===== src/fec_gold_code_symbol_spreader_defines.svh =====
// assertion macros for the symbol spreader
`ifndef FEC_GOLD_CODE_SYMBOL_SPREADER_DEFINES_SVH
`define FEC_GOLD_CODE_SYMBOL_SPREADER_DEFINES_SVH

`ifndef SYNTH
// property checked at every rising edge outside reset
`define FGCS_ASSERT(label, prop, msg) \
  label: assert property (@(posedge clk) disable iff (rst) prop) else $error(msg);
// condition that must bring a property in the same cycle
`define FGCS_ASSERT_IMPL(label, cond, prop, msg) \
  label: assert property (@(posedge clk) disable iff (rst) (cond) |-> (prop)) else $error(msg);
`else
`define FGCS_ASSERT(label, prop, msg)
`define FGCS_ASSERT_IMPL(label, cond, prop, msg)
`endif

`endif


===== src/fgcs_pkg.sv =====
package fgcs_pkg;

  localparam int unsigned FRAME_LEN  = 30;
  localparam int unsigned POS_W      = 5;
  localparam int unsigned CODE_WORDS = 8;

  typedef logic [FRAME_LEN-1:0] frame_t;
  typedef logic [POS_W-1:0]     pos_t;
  typedef logic [63:0]          code_word_t;

  localparam pos_t LAST_POS = pos_t'(FRAME_LEN - 1);

  // frame framing symbols, first sent in the top bit
  localparam logic [6:0] PREAMBLE  = 7'b1110010;
  localparam logic [6:0] POSTAMBLE = 7'b1011000;

  // 512-chip spreading codes, word 0 first, lowest code byte in the top bits
  localparam code_word_t CODE_ZERO [CODE_WORDS] = '{
    64'h015ED4610BF3315C, 64'h66925B2AE0A300E1,
    64'hBB9F31CFF7C0B275, 64'hAAA7A5120F5B023D,
    64'h4E608E1734856145, 64'h06A2362FA91FD7FD,
    64'h9D481918AF369300, 64'h1085281D5CAF64DA
  };

  localparam code_word_t CODE_ONE [CODE_WORDS] = '{
    64'hFD3E77D525EF2C69, 64'h2AE93CC40793C507,
    64'h371F7BD1BA079037, 64'hDF5AEDC88C699729,
    64'hACD9D61AD6A805D3, 64'h6ACBD6523FE78286,
    64'h6E9A65A62E54F47A, 64'hCB2E63BF54C4D454
  };

endpackage


===== src/fgcs_in_if.sv =====
interface fgcs_in_if;
  logic       valid;
  logic       ready;
  logic [7:0] data_byte;

  modport source (output valid, output data_byte, input ready);
  modport sink (input valid, input data_byte, output ready);
endinterface


===== src/fgcs_out_if.sv =====
interface fgcs_out_if;
  logic        valid;
  logic        ready;
  logic [63:0] chips_0;
  logic [63:0] chips_1;
  logic [63:0] chips_2;
  logic [63:0] chips_3;
  logic [63:0] chips_4;
  logic [63:0] chips_5;
  logic [63:0] chips_6;
  logic [63:0] chips_7;
  logic        symbol_bit;
  logic [4:0]  symbol_position;
  logic        last_symbol;

  modport source (
    output valid, input ready,
    output chips_0, output chips_1, output chips_2, output chips_3,
    output chips_4, output chips_5, output chips_6, output chips_7,
    output symbol_bit, output symbol_position, output last_symbol
  );
  modport sink (
    input valid, output ready,
    input chips_0, input chips_1, input chips_2, input chips_3,
    input chips_4, input chips_5, input chips_6, input chips_7,
    input symbol_bit, input symbol_position, input last_symbol
  );
endinterface


===== src/fec_gold_code_symbol_spreader.sv =====
// symbol spreader with (16,8,5) block-code protection
//
// data channel (sink): one payload byte per request. symbols channel (source):
// thirty results per byte, one per frame symbol, in the order preamble 1110010,
// parity bits msb first, data bits msb first, postamble 1011000. each result
// carries the 512-chip code word for its symbol in chips_0..chips_7, the
// symbol value, its position 0..29 and a flag on position 29.
//
// the first symbol of a byte moves from the frame register into the output
// register at the first advance after the byte is taken. throughput: one symbol
// per cycle while the receiver does not stall, set by the 30-bit frame shift
// register that feeds the output register one symbol a cycle. the next byte is
// taken in the cycle the last symbol of the current frame moves into the output
// register, so frames follow each other with no gap.
//
// reset clears the busy flag, the symbol counter and the output valid; no
// result is pending afterwards. when the receiver stalls, the output register
// holds its result and the frame register stops shifting; data ready stays
// low until the last symbol of the frame can move to the output.
`include "fec_gold_code_symbol_spreader_defines.svh"

module fec_gold_code_symbol_spreader
  import fgcs_pkg::*;
(
  input  logic              clk,
  input  logic              rst,
  fgcs_in_if.sink           data,
  fgcs_out_if.source        symbols
);

  frame_t frame_enc;
  frame_t frame;
  logic   busy;
  pos_t   pos;

  logic   out_valid;
  logic   out_bit;
  pos_t   out_pos;
  logic   out_last;

  logic   advance;
  logic   last_adv;
  logic   take;

  // parity and frame assembly for the incoming byte
  fgcs_frame_enc u_frame_enc (
    .data_byte (data.data_byte),
    .frame     (frame_enc)
  );

  // a symbol moves to the output when the output register is free or drains
  assign advance  = busy && (!out_valid || symbols.ready);
  assign last_adv = advance && (pos == LAST_POS);

  // a new byte is taken when idle or while the last symbol leaves
  assign data.ready = !busy || last_adv;
  assign take       = data.valid && data.ready;

  // control state
  always_ff @(posedge clk) begin
    if (rst) begin
      busy      <= 1'b0;
      pos       <= '0;
      out_valid <= 1'b0;
    end else begin
      if (take) begin
        busy <= 1'b1;
        pos  <= '0;
      end else if (last_adv) begin
        busy <= 1'b0;
        pos  <= '0;
      end else if (advance) begin
        pos <= pos + pos_t'(1);
      end

      if (advance) begin
        out_valid <= 1'b1;
      end else if (symbols.ready) begin
        out_valid <= 1'b0;
      end
    end
  end

  // frame shift register and output payload
  always_ff @(posedge clk) begin
    if (take) begin
      frame <= frame_enc;
    end else if (advance) begin
      frame <= {frame[FRAME_LEN-2:0], 1'b0};
    end

    if (advance) begin
      out_bit  <= frame[FRAME_LEN-1];
      out_pos  <= pos;
      out_last <= (pos == LAST_POS);
    end
  end

  // code word select from the registered symbol
  assign symbols.valid           = out_valid;
  assign symbols.chips_0         = out_bit ? CODE_ONE[0] : CODE_ZERO[0];
  assign symbols.chips_1         = out_bit ? CODE_ONE[1] : CODE_ZERO[1];
  assign symbols.chips_2         = out_bit ? CODE_ONE[2] : CODE_ZERO[2];
  assign symbols.chips_3         = out_bit ? CODE_ONE[3] : CODE_ZERO[3];
  assign symbols.chips_4         = out_bit ? CODE_ONE[4] : CODE_ZERO[4];
  assign symbols.chips_5         = out_bit ? CODE_ONE[5] : CODE_ZERO[5];
  assign symbols.chips_6         = out_bit ? CODE_ONE[6] : CODE_ZERO[6];
  assign symbols.chips_7         = out_bit ? CODE_ONE[7] : CODE_ZERO[7];
  assign symbols.symbol_bit      = out_bit;
  assign symbols.symbol_position = out_pos;
  assign symbols.last_symbol     = out_last;

  // symbol counter never runs past the frame
  `FGCS_ASSERT(a_pos_range, pos <= LAST_POS, "symbol counter out of range")

  // a byte is only taken when no frame is pending beyond its last symbol
  `FGCS_ASSERT(a_take_ok, take |-> (!busy || (advance && pos == LAST_POS)),
               "byte taken mid frame")

  // counter steps by one on each symbol inside a frame
  `FGCS_ASSERT(a_pos_step, (advance && pos != LAST_POS && !take) |=>
               (busy && pos == $past(pos) + pos_t'(1)), "symbol counter skipped")

  // a stalled result keeps its position
  `FGCS_ASSERT(a_out_hold, (out_valid && !symbols.ready) |=>
               (out_valid && $stable(out_pos) && $stable(out_bit)),
               "stalled result changed")

  // the end-of-frame flag only sits on the last position
  `FGCS_ASSERT_IMPL(a_last_pos, out_valid && out_last, out_pos == LAST_POS,
                    "last flag on wrong position")

endmodule


===== src/fgcs_frame_enc.sv =====
module fgcs_frame_enc
  import fgcs_pkg::*;
(
  input  logic [7:0] data_byte,
  output frame_t     frame
);

  logic [7:0] d;
  logic [7:0] p;

  assign d = data_byte;

  // (16,8,5) block code parity
  assign p[7] = d[7] ^ d[5] ^ d[2] ^ d[0];
  assign p[6] = d[6] ^ d[5] ^ d[4] ^ d[2] ^ d[1] ^ d[0];
  assign p[5] = d[4] ^ d[3] ^ d[2] ^ d[1];
  assign p[4] = d[7] ^ d[3] ^ d[2] ^ d[1] ^ d[0];
  assign p[3] = d[7] ^ d[6] ^ d[5] ^ d[1];
  assign p[2] = d[7] ^ d[6] ^ d[5] ^ d[4] ^ d[0];
  assign p[1] = d[7] ^ d[6] ^ d[4] ^ d[3] ^ d[2] ^ d[0];
  assign p[0] = d[5] ^ d[4] ^ d[3] ^ d[0];

  assign frame = {PREAMBLE, p, d, POSTAMBLE};

endmodule


===== src/flat_wrapper.sv =====
// flat-port wrapper written by rule: the top's interface ports become plain ports
module fec_gold_code_symbol_spreader_flat import fgcs_pkg::*;
  (clk, rst, data_valid, data_data_byte, data_ready, symbols_valid, symbols_ready, symbols_chips_0, symbols_chips_1, symbols_chips_2, symbols_chips_3, symbols_chips_4, symbols_chips_5, symbols_chips_6, symbols_chips_7, symbols_symbol_bit, symbols_symbol_position, symbols_last_symbol);
  fgcs_in_if data_i ();
  fgcs_out_if symbols_i ();
  input  logic clk;
  input  logic rst;
  input wire logic [$bits(data_i.valid)-1:0] data_valid;
  input wire logic [$bits(data_i.data_byte)-1:0] data_data_byte;
  output wire logic [$bits(data_i.ready)-1:0] data_ready;
  output wire logic [$bits(symbols_i.valid)-1:0] symbols_valid;
  input wire logic [$bits(symbols_i.ready)-1:0] symbols_ready;
  output wire logic [$bits(symbols_i.chips_0)-1:0] symbols_chips_0;
  output wire logic [$bits(symbols_i.chips_1)-1:0] symbols_chips_1;
  output wire logic [$bits(symbols_i.chips_2)-1:0] symbols_chips_2;
  output wire logic [$bits(symbols_i.chips_3)-1:0] symbols_chips_3;
  output wire logic [$bits(symbols_i.chips_4)-1:0] symbols_chips_4;
  output wire logic [$bits(symbols_i.chips_5)-1:0] symbols_chips_5;
  output wire logic [$bits(symbols_i.chips_6)-1:0] symbols_chips_6;
  output wire logic [$bits(symbols_i.chips_7)-1:0] symbols_chips_7;
  output wire logic [$bits(symbols_i.symbol_bit)-1:0] symbols_symbol_bit;
  output wire logic [$bits(symbols_i.symbol_position)-1:0] symbols_symbol_position;
  output wire logic [$bits(symbols_i.last_symbol)-1:0] symbols_last_symbol;
  assign data_i.valid = data_valid;
  assign data_i.data_byte = data_data_byte;
  assign data_ready = data_i.ready;
  assign symbols_valid = symbols_i.valid;
  assign symbols_i.ready = symbols_ready;
  assign symbols_chips_0 = symbols_i.chips_0;
  assign symbols_chips_1 = symbols_i.chips_1;
  assign symbols_chips_2 = symbols_i.chips_2;
  assign symbols_chips_3 = symbols_i.chips_3;
  assign symbols_chips_4 = symbols_i.chips_4;
  assign symbols_chips_5 = symbols_i.chips_5;
  assign symbols_chips_6 = symbols_i.chips_6;
  assign symbols_chips_7 = symbols_i.chips_7;
  assign symbols_symbol_bit = symbols_i.symbol_bit;
  assign symbols_symbol_position = symbols_i.symbol_position;
  assign symbols_last_symbol = symbols_i.last_symbol;
  fec_gold_code_symbol_spreader u_core (.clk(clk), .rst(rst), .data(data_i), .symbols(symbols_i));
endmodule

===== config.mk =====
export PLATFORM = sky130hd
export DESIGN_NAME = fec_gold_code_symbol_spreader_flat
export DESIGN_NICKNAME = d
export VERILOG_FILES = /design/src/fgcs_pkg.sv /design/src/fgcs_in_if.sv /design/src/fgcs_out_if.sv /design/src/fec_gold_code_symbol_spreader.sv /design/src/fgcs_frame_enc.sv /design/src/flat_wrapper.sv
export VERILOG_INCLUDE_DIRS = /design/src /design/src/src
export SDC_FILE = /design/constraint.sdc
export NUM_CORES = 1
export LEC_CHECK = 0
export ABC_AREA = 1
export BUFFER_PORTS_ARGS = -buffer_cell sky130_fd_sc_hd__buf_4
export CORE_AREA = 2 2 209 211
export DETAILED_ROUTE_END_ITERATION = 12
export DIE_AREA = 0 0 211 213
export GPL_ROUTABILITY_DRIVEN = 0
export PLACE_DENSITY = 0.41
export SKIP_LAST_GASP = 1
export SYNTH_ARGS = -nofsm -noshare
export SYNTH_HDL_FRONTEND = slang
export SYNTH_SLANG_ARGS = --single-unit

===== constraint.sdc =====
create_clock -name clk -period 9.5 [get_ports clk]
set_input_delay 1.9 -clock clk [delete_from_list [all_inputs] [get_ports clk]]
set_output_delay 1.9 -clock clk [all_outputs]
set_load 0.01 [all_outputs]

## Word level (Yosys, flattened, before mapping)

Index checks and enable logic that the tools add are counted.

| storage, ports and cells | value |
|---|---|
| register bits after elaboration | 41 |
| latch bits | 0 |
| memory bits (writable) | 0 |
| bits in read-only memories | 0 |
| input port bits | 12 |
| output and inout port bits | 521 |
| memories | 0 |

| cells by class | value |
|---|---|
| $add $sub $neg | 1 |
| $mul | 0 |
| div/mod/pow operators | 0 |
| magnitude comparators | 0 |
| equal/unequal tests | 1 |
| shift operators | 0 |
| muxes and demuxes | 14 |
| bitwise operators | 27 |
| reductions and logical operators | 11 |

Operators with widths:

| cell | count |
|---|---|
| 2-to-1 mux 64 bit | 5 |
| 2-to-1 mux 63 bit | 3 |
| 2-to-1 mux 23 bit | 2 |
| XOR 1 bit | 27 |
| nonzero test 2 bit | 3 |
| adder 5 x 1 -> 5 bit (second input constant) | 1 |
| equality test 5 bit (second input constant) | 1 |
| 2-to-1 mux 1 bit | 4 |
| logical AND 1 bit | 3 |
| OR reduction 3 bit | 1 |
| logical NOT 1 bit | 2 |
| logical OR 1 bit | 2 |

## Depth between registers and ports, before layout

| logic depth | value |
|---|---|
| depth after elaboration | 7 |
| mapped depth | 10 |
| depth with buffers taken out | 9 |

## Modules after synthesis

Synthesis repeated with hierarchy kept, for this count alone.

| second synthesis, totals | value |
|---|---|
| cells, all modules | 806 |
| area, all modules | 6318.6 um2 |

Modules (own cells, without submodules):

| module | times used | cells each | area an instance (um2) |
|---|---|---|---|
| fec_gold_code_symbol_spreader | 1 | 704 | 5779.3 |
| fgcs_frame_enc | 1 | 102 | 539.3 |

## Least setup slack after synthesis

No wires, ideal clock.

| timing path | value |
|---|---|
| kind | reg2out |
| start | reg u_core.out_bit (netlist: u_core.symbols.symbol_bit) |
| end | out symbols_chips_0[12] |
| arrival | 5.506 ns |
| required time | 7.600 ns |
| setup slack | 2.094 ns |
| stages on the path, launching flop included | 3 |
| buffers on the path | 1 |
| path through | edfxtp_1 inv_1 buf_4 |

| on the way | value |
|---|---|
| cells in the longest elaborated chain, start to end | 1 |

RTL lines:

| element | line | RTL |
|---|---|---|
| start: declaration | fec_gold_code_symbol_spreader.sv:37 | `logic out_bit;` |
| start signal: assignment | fec_gold_code_symbol_spreader.sv:93 | `out_bit <= frame[FRAME_LEN-1];` |
| 2-to-1 mux 64 bit | fec_gold_code_symbol_spreader.sv:101 | `assign symbols.chips_0 = out_bit ? CODE_ONE[0] : CODE_ZERO[0];` |
| end: declaration | flat_wrapper.sv:13 | `output wire logic [$bits(symbols_i.chips_0)-1:0] symbols_chips_0;` |

No other way between the ends.

## Worst setup path in the final report

| timing path | value |
|---|---|
| start | in symbols_ready |
| end | out data_ready |

| on the way | value |
|---|---|
| cells in the longest elaborated chain, start to end | 4 |

RTL lines:

| element | line | RTL |
|---|---|---|
| start: declaration | flat_wrapper.sv:12 | `input wire logic [$bits(symbols_i.ready)-1:0] symbols_ready;` |
| logical OR 1 bit | fec_gold_code_symbol_spreader.sv:52 | `assign advance = busy && (!out_valid \|\| symbols.ready);` |
| logical AND 1 bit | fec_gold_code_symbol_spreader.sv:52 |  |
| logical AND 1 bit | fec_gold_code_symbol_spreader.sv:53 | `assign last_adv = advance && (pos == LAST_POS);` |
| logical OR 1 bit | fec_gold_code_symbol_spreader.sv:56 | `assign data.ready = !busy \|\| last_adv;` |
| end: declaration | flat_wrapper.sv:10 | `output wire logic [$bits(data_i.ready)-1:0] data_ready;` |

No other way between the ends.

==> reports/results.ini <==
[die]
ios=533
placementRows=76
die_y_um=213
die_w_um=211
start_util_pct=13.8
core_area_um2=42700
die_area_um2=44900

[logic_synthesis]
synthesis.area_um2=5890
ys_types=22
synth_cells=762
yosys_warnings=0
syn_avg_cell_area_um2=7.72
synth-seq-area-share_pct=17.9
synth-seq-cells=41

[drt]
wl_met2_mm=4.97
highest_layer=met4
routedWlPerCell_um=7.16
route.met3.wl_um=982
m1WireLength_mm=3.45
drt_pass1_iterations=4
routed_wl_mm=9.50
drc_errors=0
drtIter0Drc=102
final_antenna_net_count=0
viasPerCell=2.44
vias=3230

[critical_path]
cp.arrival_ns=2.84
critPathLaunchType=primary input
required_ns=7.60
rr_worst_depth=7
crit_path_max_fanout=35
crit_path_end_kind=output port
path_class=in -> out

[placed_design]
port_buffers=276
hpwl_mm=7.58
dp.cells=1318

[final_layout]
drive_gt1_share_pct=37.7
nets=793
finalNonFillerCells=1326
num_antenna_cells=0
layout-area-overhead-vs-synth_pct=-0.340

[clock_network]
root_buffer=clkbuf_16
cts-resized-gates=0
cts_tree=built
clk_latency_ns=0.28
clock_path_buffers=2
clk_pin_slew_ns=0.05
post_cts_buffers=0
cts_sinks=41
numCtsBuffers=5
cts_hold_buffers=0
htreeDepth=2

[global_routing]
grt_overflow=0
antenna_found_initial=0
grt_pass1_vias=2042
grt_pass1_wl_mm=11.4
track_usage_pct=3.14
grt_max_degree=134

[hold_path]
whs_path_depth=0
hp-class=reg -> reg

[flow_run]
max-cap-violations=0

[timing]
timing.slew.headroom_pct=26.6
drv_slew=0
rsz0062_at_grt=false
clock-skew-final_ns=0.00949
period_share_pct=49.9
tns_ns=0
hold_viol_final=0
setup-violations-final=0
period_needed_ns=4.74
worstMarginPinSlew_ns=1.10
max_freq_mhz=211

[power_and_ir_drop]
p_leak_nw=3.15
p_per_area_nw_per_um2=117
peakVddDrop_mv=0.0641

[status]
outcome=completed

-- sequential cells by signal, indices dropped and copies added, names as in the netlist --
signal and cells:
u_core.symbols.last_symbol 1, u_core.frame 27, u_core.busy 1, u_core.symbols.symbol_position 5, u_core.pos 5, u_core.symbols.valid 1, u_core.symbols.symbol_bit 1
-- per-layer routing --
metal	vias up	GRT usage, %
met4	0	1.17
met2	254	5.80
li1	1597	-
met5	-	0
met1	1373	3.61
met3	6	0.529
-- critical path: stages --
cell and delay, ns:
buf_4 0.08, inv_1 0.04, a21oi_2 0.10, buf_4 0.35
nand2_1 0.11, nand2_2 0.12, buf_4 0.13
-- cells by family after synthesis --
logic type,share of synthesized area [%]
compound gates,1.40
xor+xnor,1.79
fa+ha+maj,0.425
buf+inv,67.7
flops,17.9
other cells,0.128
simple gates,10.7
-- worst paths after layout --
path,start,to,slack [ns]
worst min register to register,u_core.frame[29],u_core.symbols.symbol_bit,0.44
worst min-delay path,u_core.frame[29],u_core.symbols.symbol_bit,0.44
worst max register to register,u_core.busy,u_core.frame[7],7.24
worst max-delay path,symbols_ready,data_ready,4.76
-- layout make-up --
class | count | area [µm²]
Clock buffer | 6 | 129
Clock inverter | 2 | 35.0
Fill cell | 4896 | 36800
Inverter | 19 | 71.3
Multi-Input combinational cell | 433 | 1800
Sequential cell | 41 | 1050
Tap cell | 546 | 683
Timing Repair Buffer | 279 | 2090
-- synth_stat cells (all sizes together) --
master	n	area share, %
o211ai	1	0.13
xor2	4	0.60
xnor2	8	1.2
conb	2	0.13
clkbuf	2	0.13
nor2	10	0.89
edfxtp	23	12
o21ai	3	0.26
nand2	106	7.0
nand3	33	2.8
buf	521	66
o21bai	1	0.13
dfxtp	18	6.1
ha	2	0.43
a21oi	9	0.89
inv	19	1.2
-- through the flow --
step                total power, mW  utilization, %  hold WS, ns  cell area (µm²)  setup WS, ns
finish                        0.686            13.7        0.441             5870          4.76
global route                  0.731            13.7        0.445             5870          4.67
floorplan                     0.562               -        0.409             6840          2.09
detailed placement            0.502            13.4        0.425             5700          4.74
CTS                           0.694            13.7        0.439             5870          4.74
global placement              0.502            13.4        0.426             5700          4.71
-- layout by cell type (no fill, tap or decap) --
| cell | Yosys | routed |
|---|---|---|
| a21oi_1 | 7 | 7 |
| dfxtp_1 | 18 | 18 |
| clkbuf_1 | 2 | 1 |
| xor2_1 | 4 | 4 |
| o21bai_1 | 1 | 1 |
| nand3_1 | 33 | 33 |
| conb_1 | 2 | 256 |
| bufinv_16 | 0 | 1 |
| nand2_4 | 1 | 1 |
| xnor2_1 | 8 | 8 |
| clkinv_2 | 0 | 1 |
| edfxtp_1 | 23 | 23 |
| buf_4 | 512 | 279 |
| ha_1 | 2 | 2 |
| inv_1 | 19 | 18 |
| nand2_2 | 2 | 2 |
| a21oi_2 | 2 | 2 |
| inv_2 | 0 | 1 |
| nor2_4 | 2 | 2 |
| nor2_1 | 8 | 8 |
| o21ai_0 | 3 | 3 |
| clkbuf_16 | 0 | 5 |
| nand2_1 | 103 | 103 |
| o211ai_1 | 1 | 1 |
-- power breakdown --
part | internal, mW | switching [mW] | total, mW
combinational | 0.113 | 0.167 | 0.280
sequential | 0.207 | 0.00810 | 0.216
clock | 0.124 | 0.0667 | 0.190
total | 0.444 | 0.242 | 0.686
(Power assumes the default switching activity.)
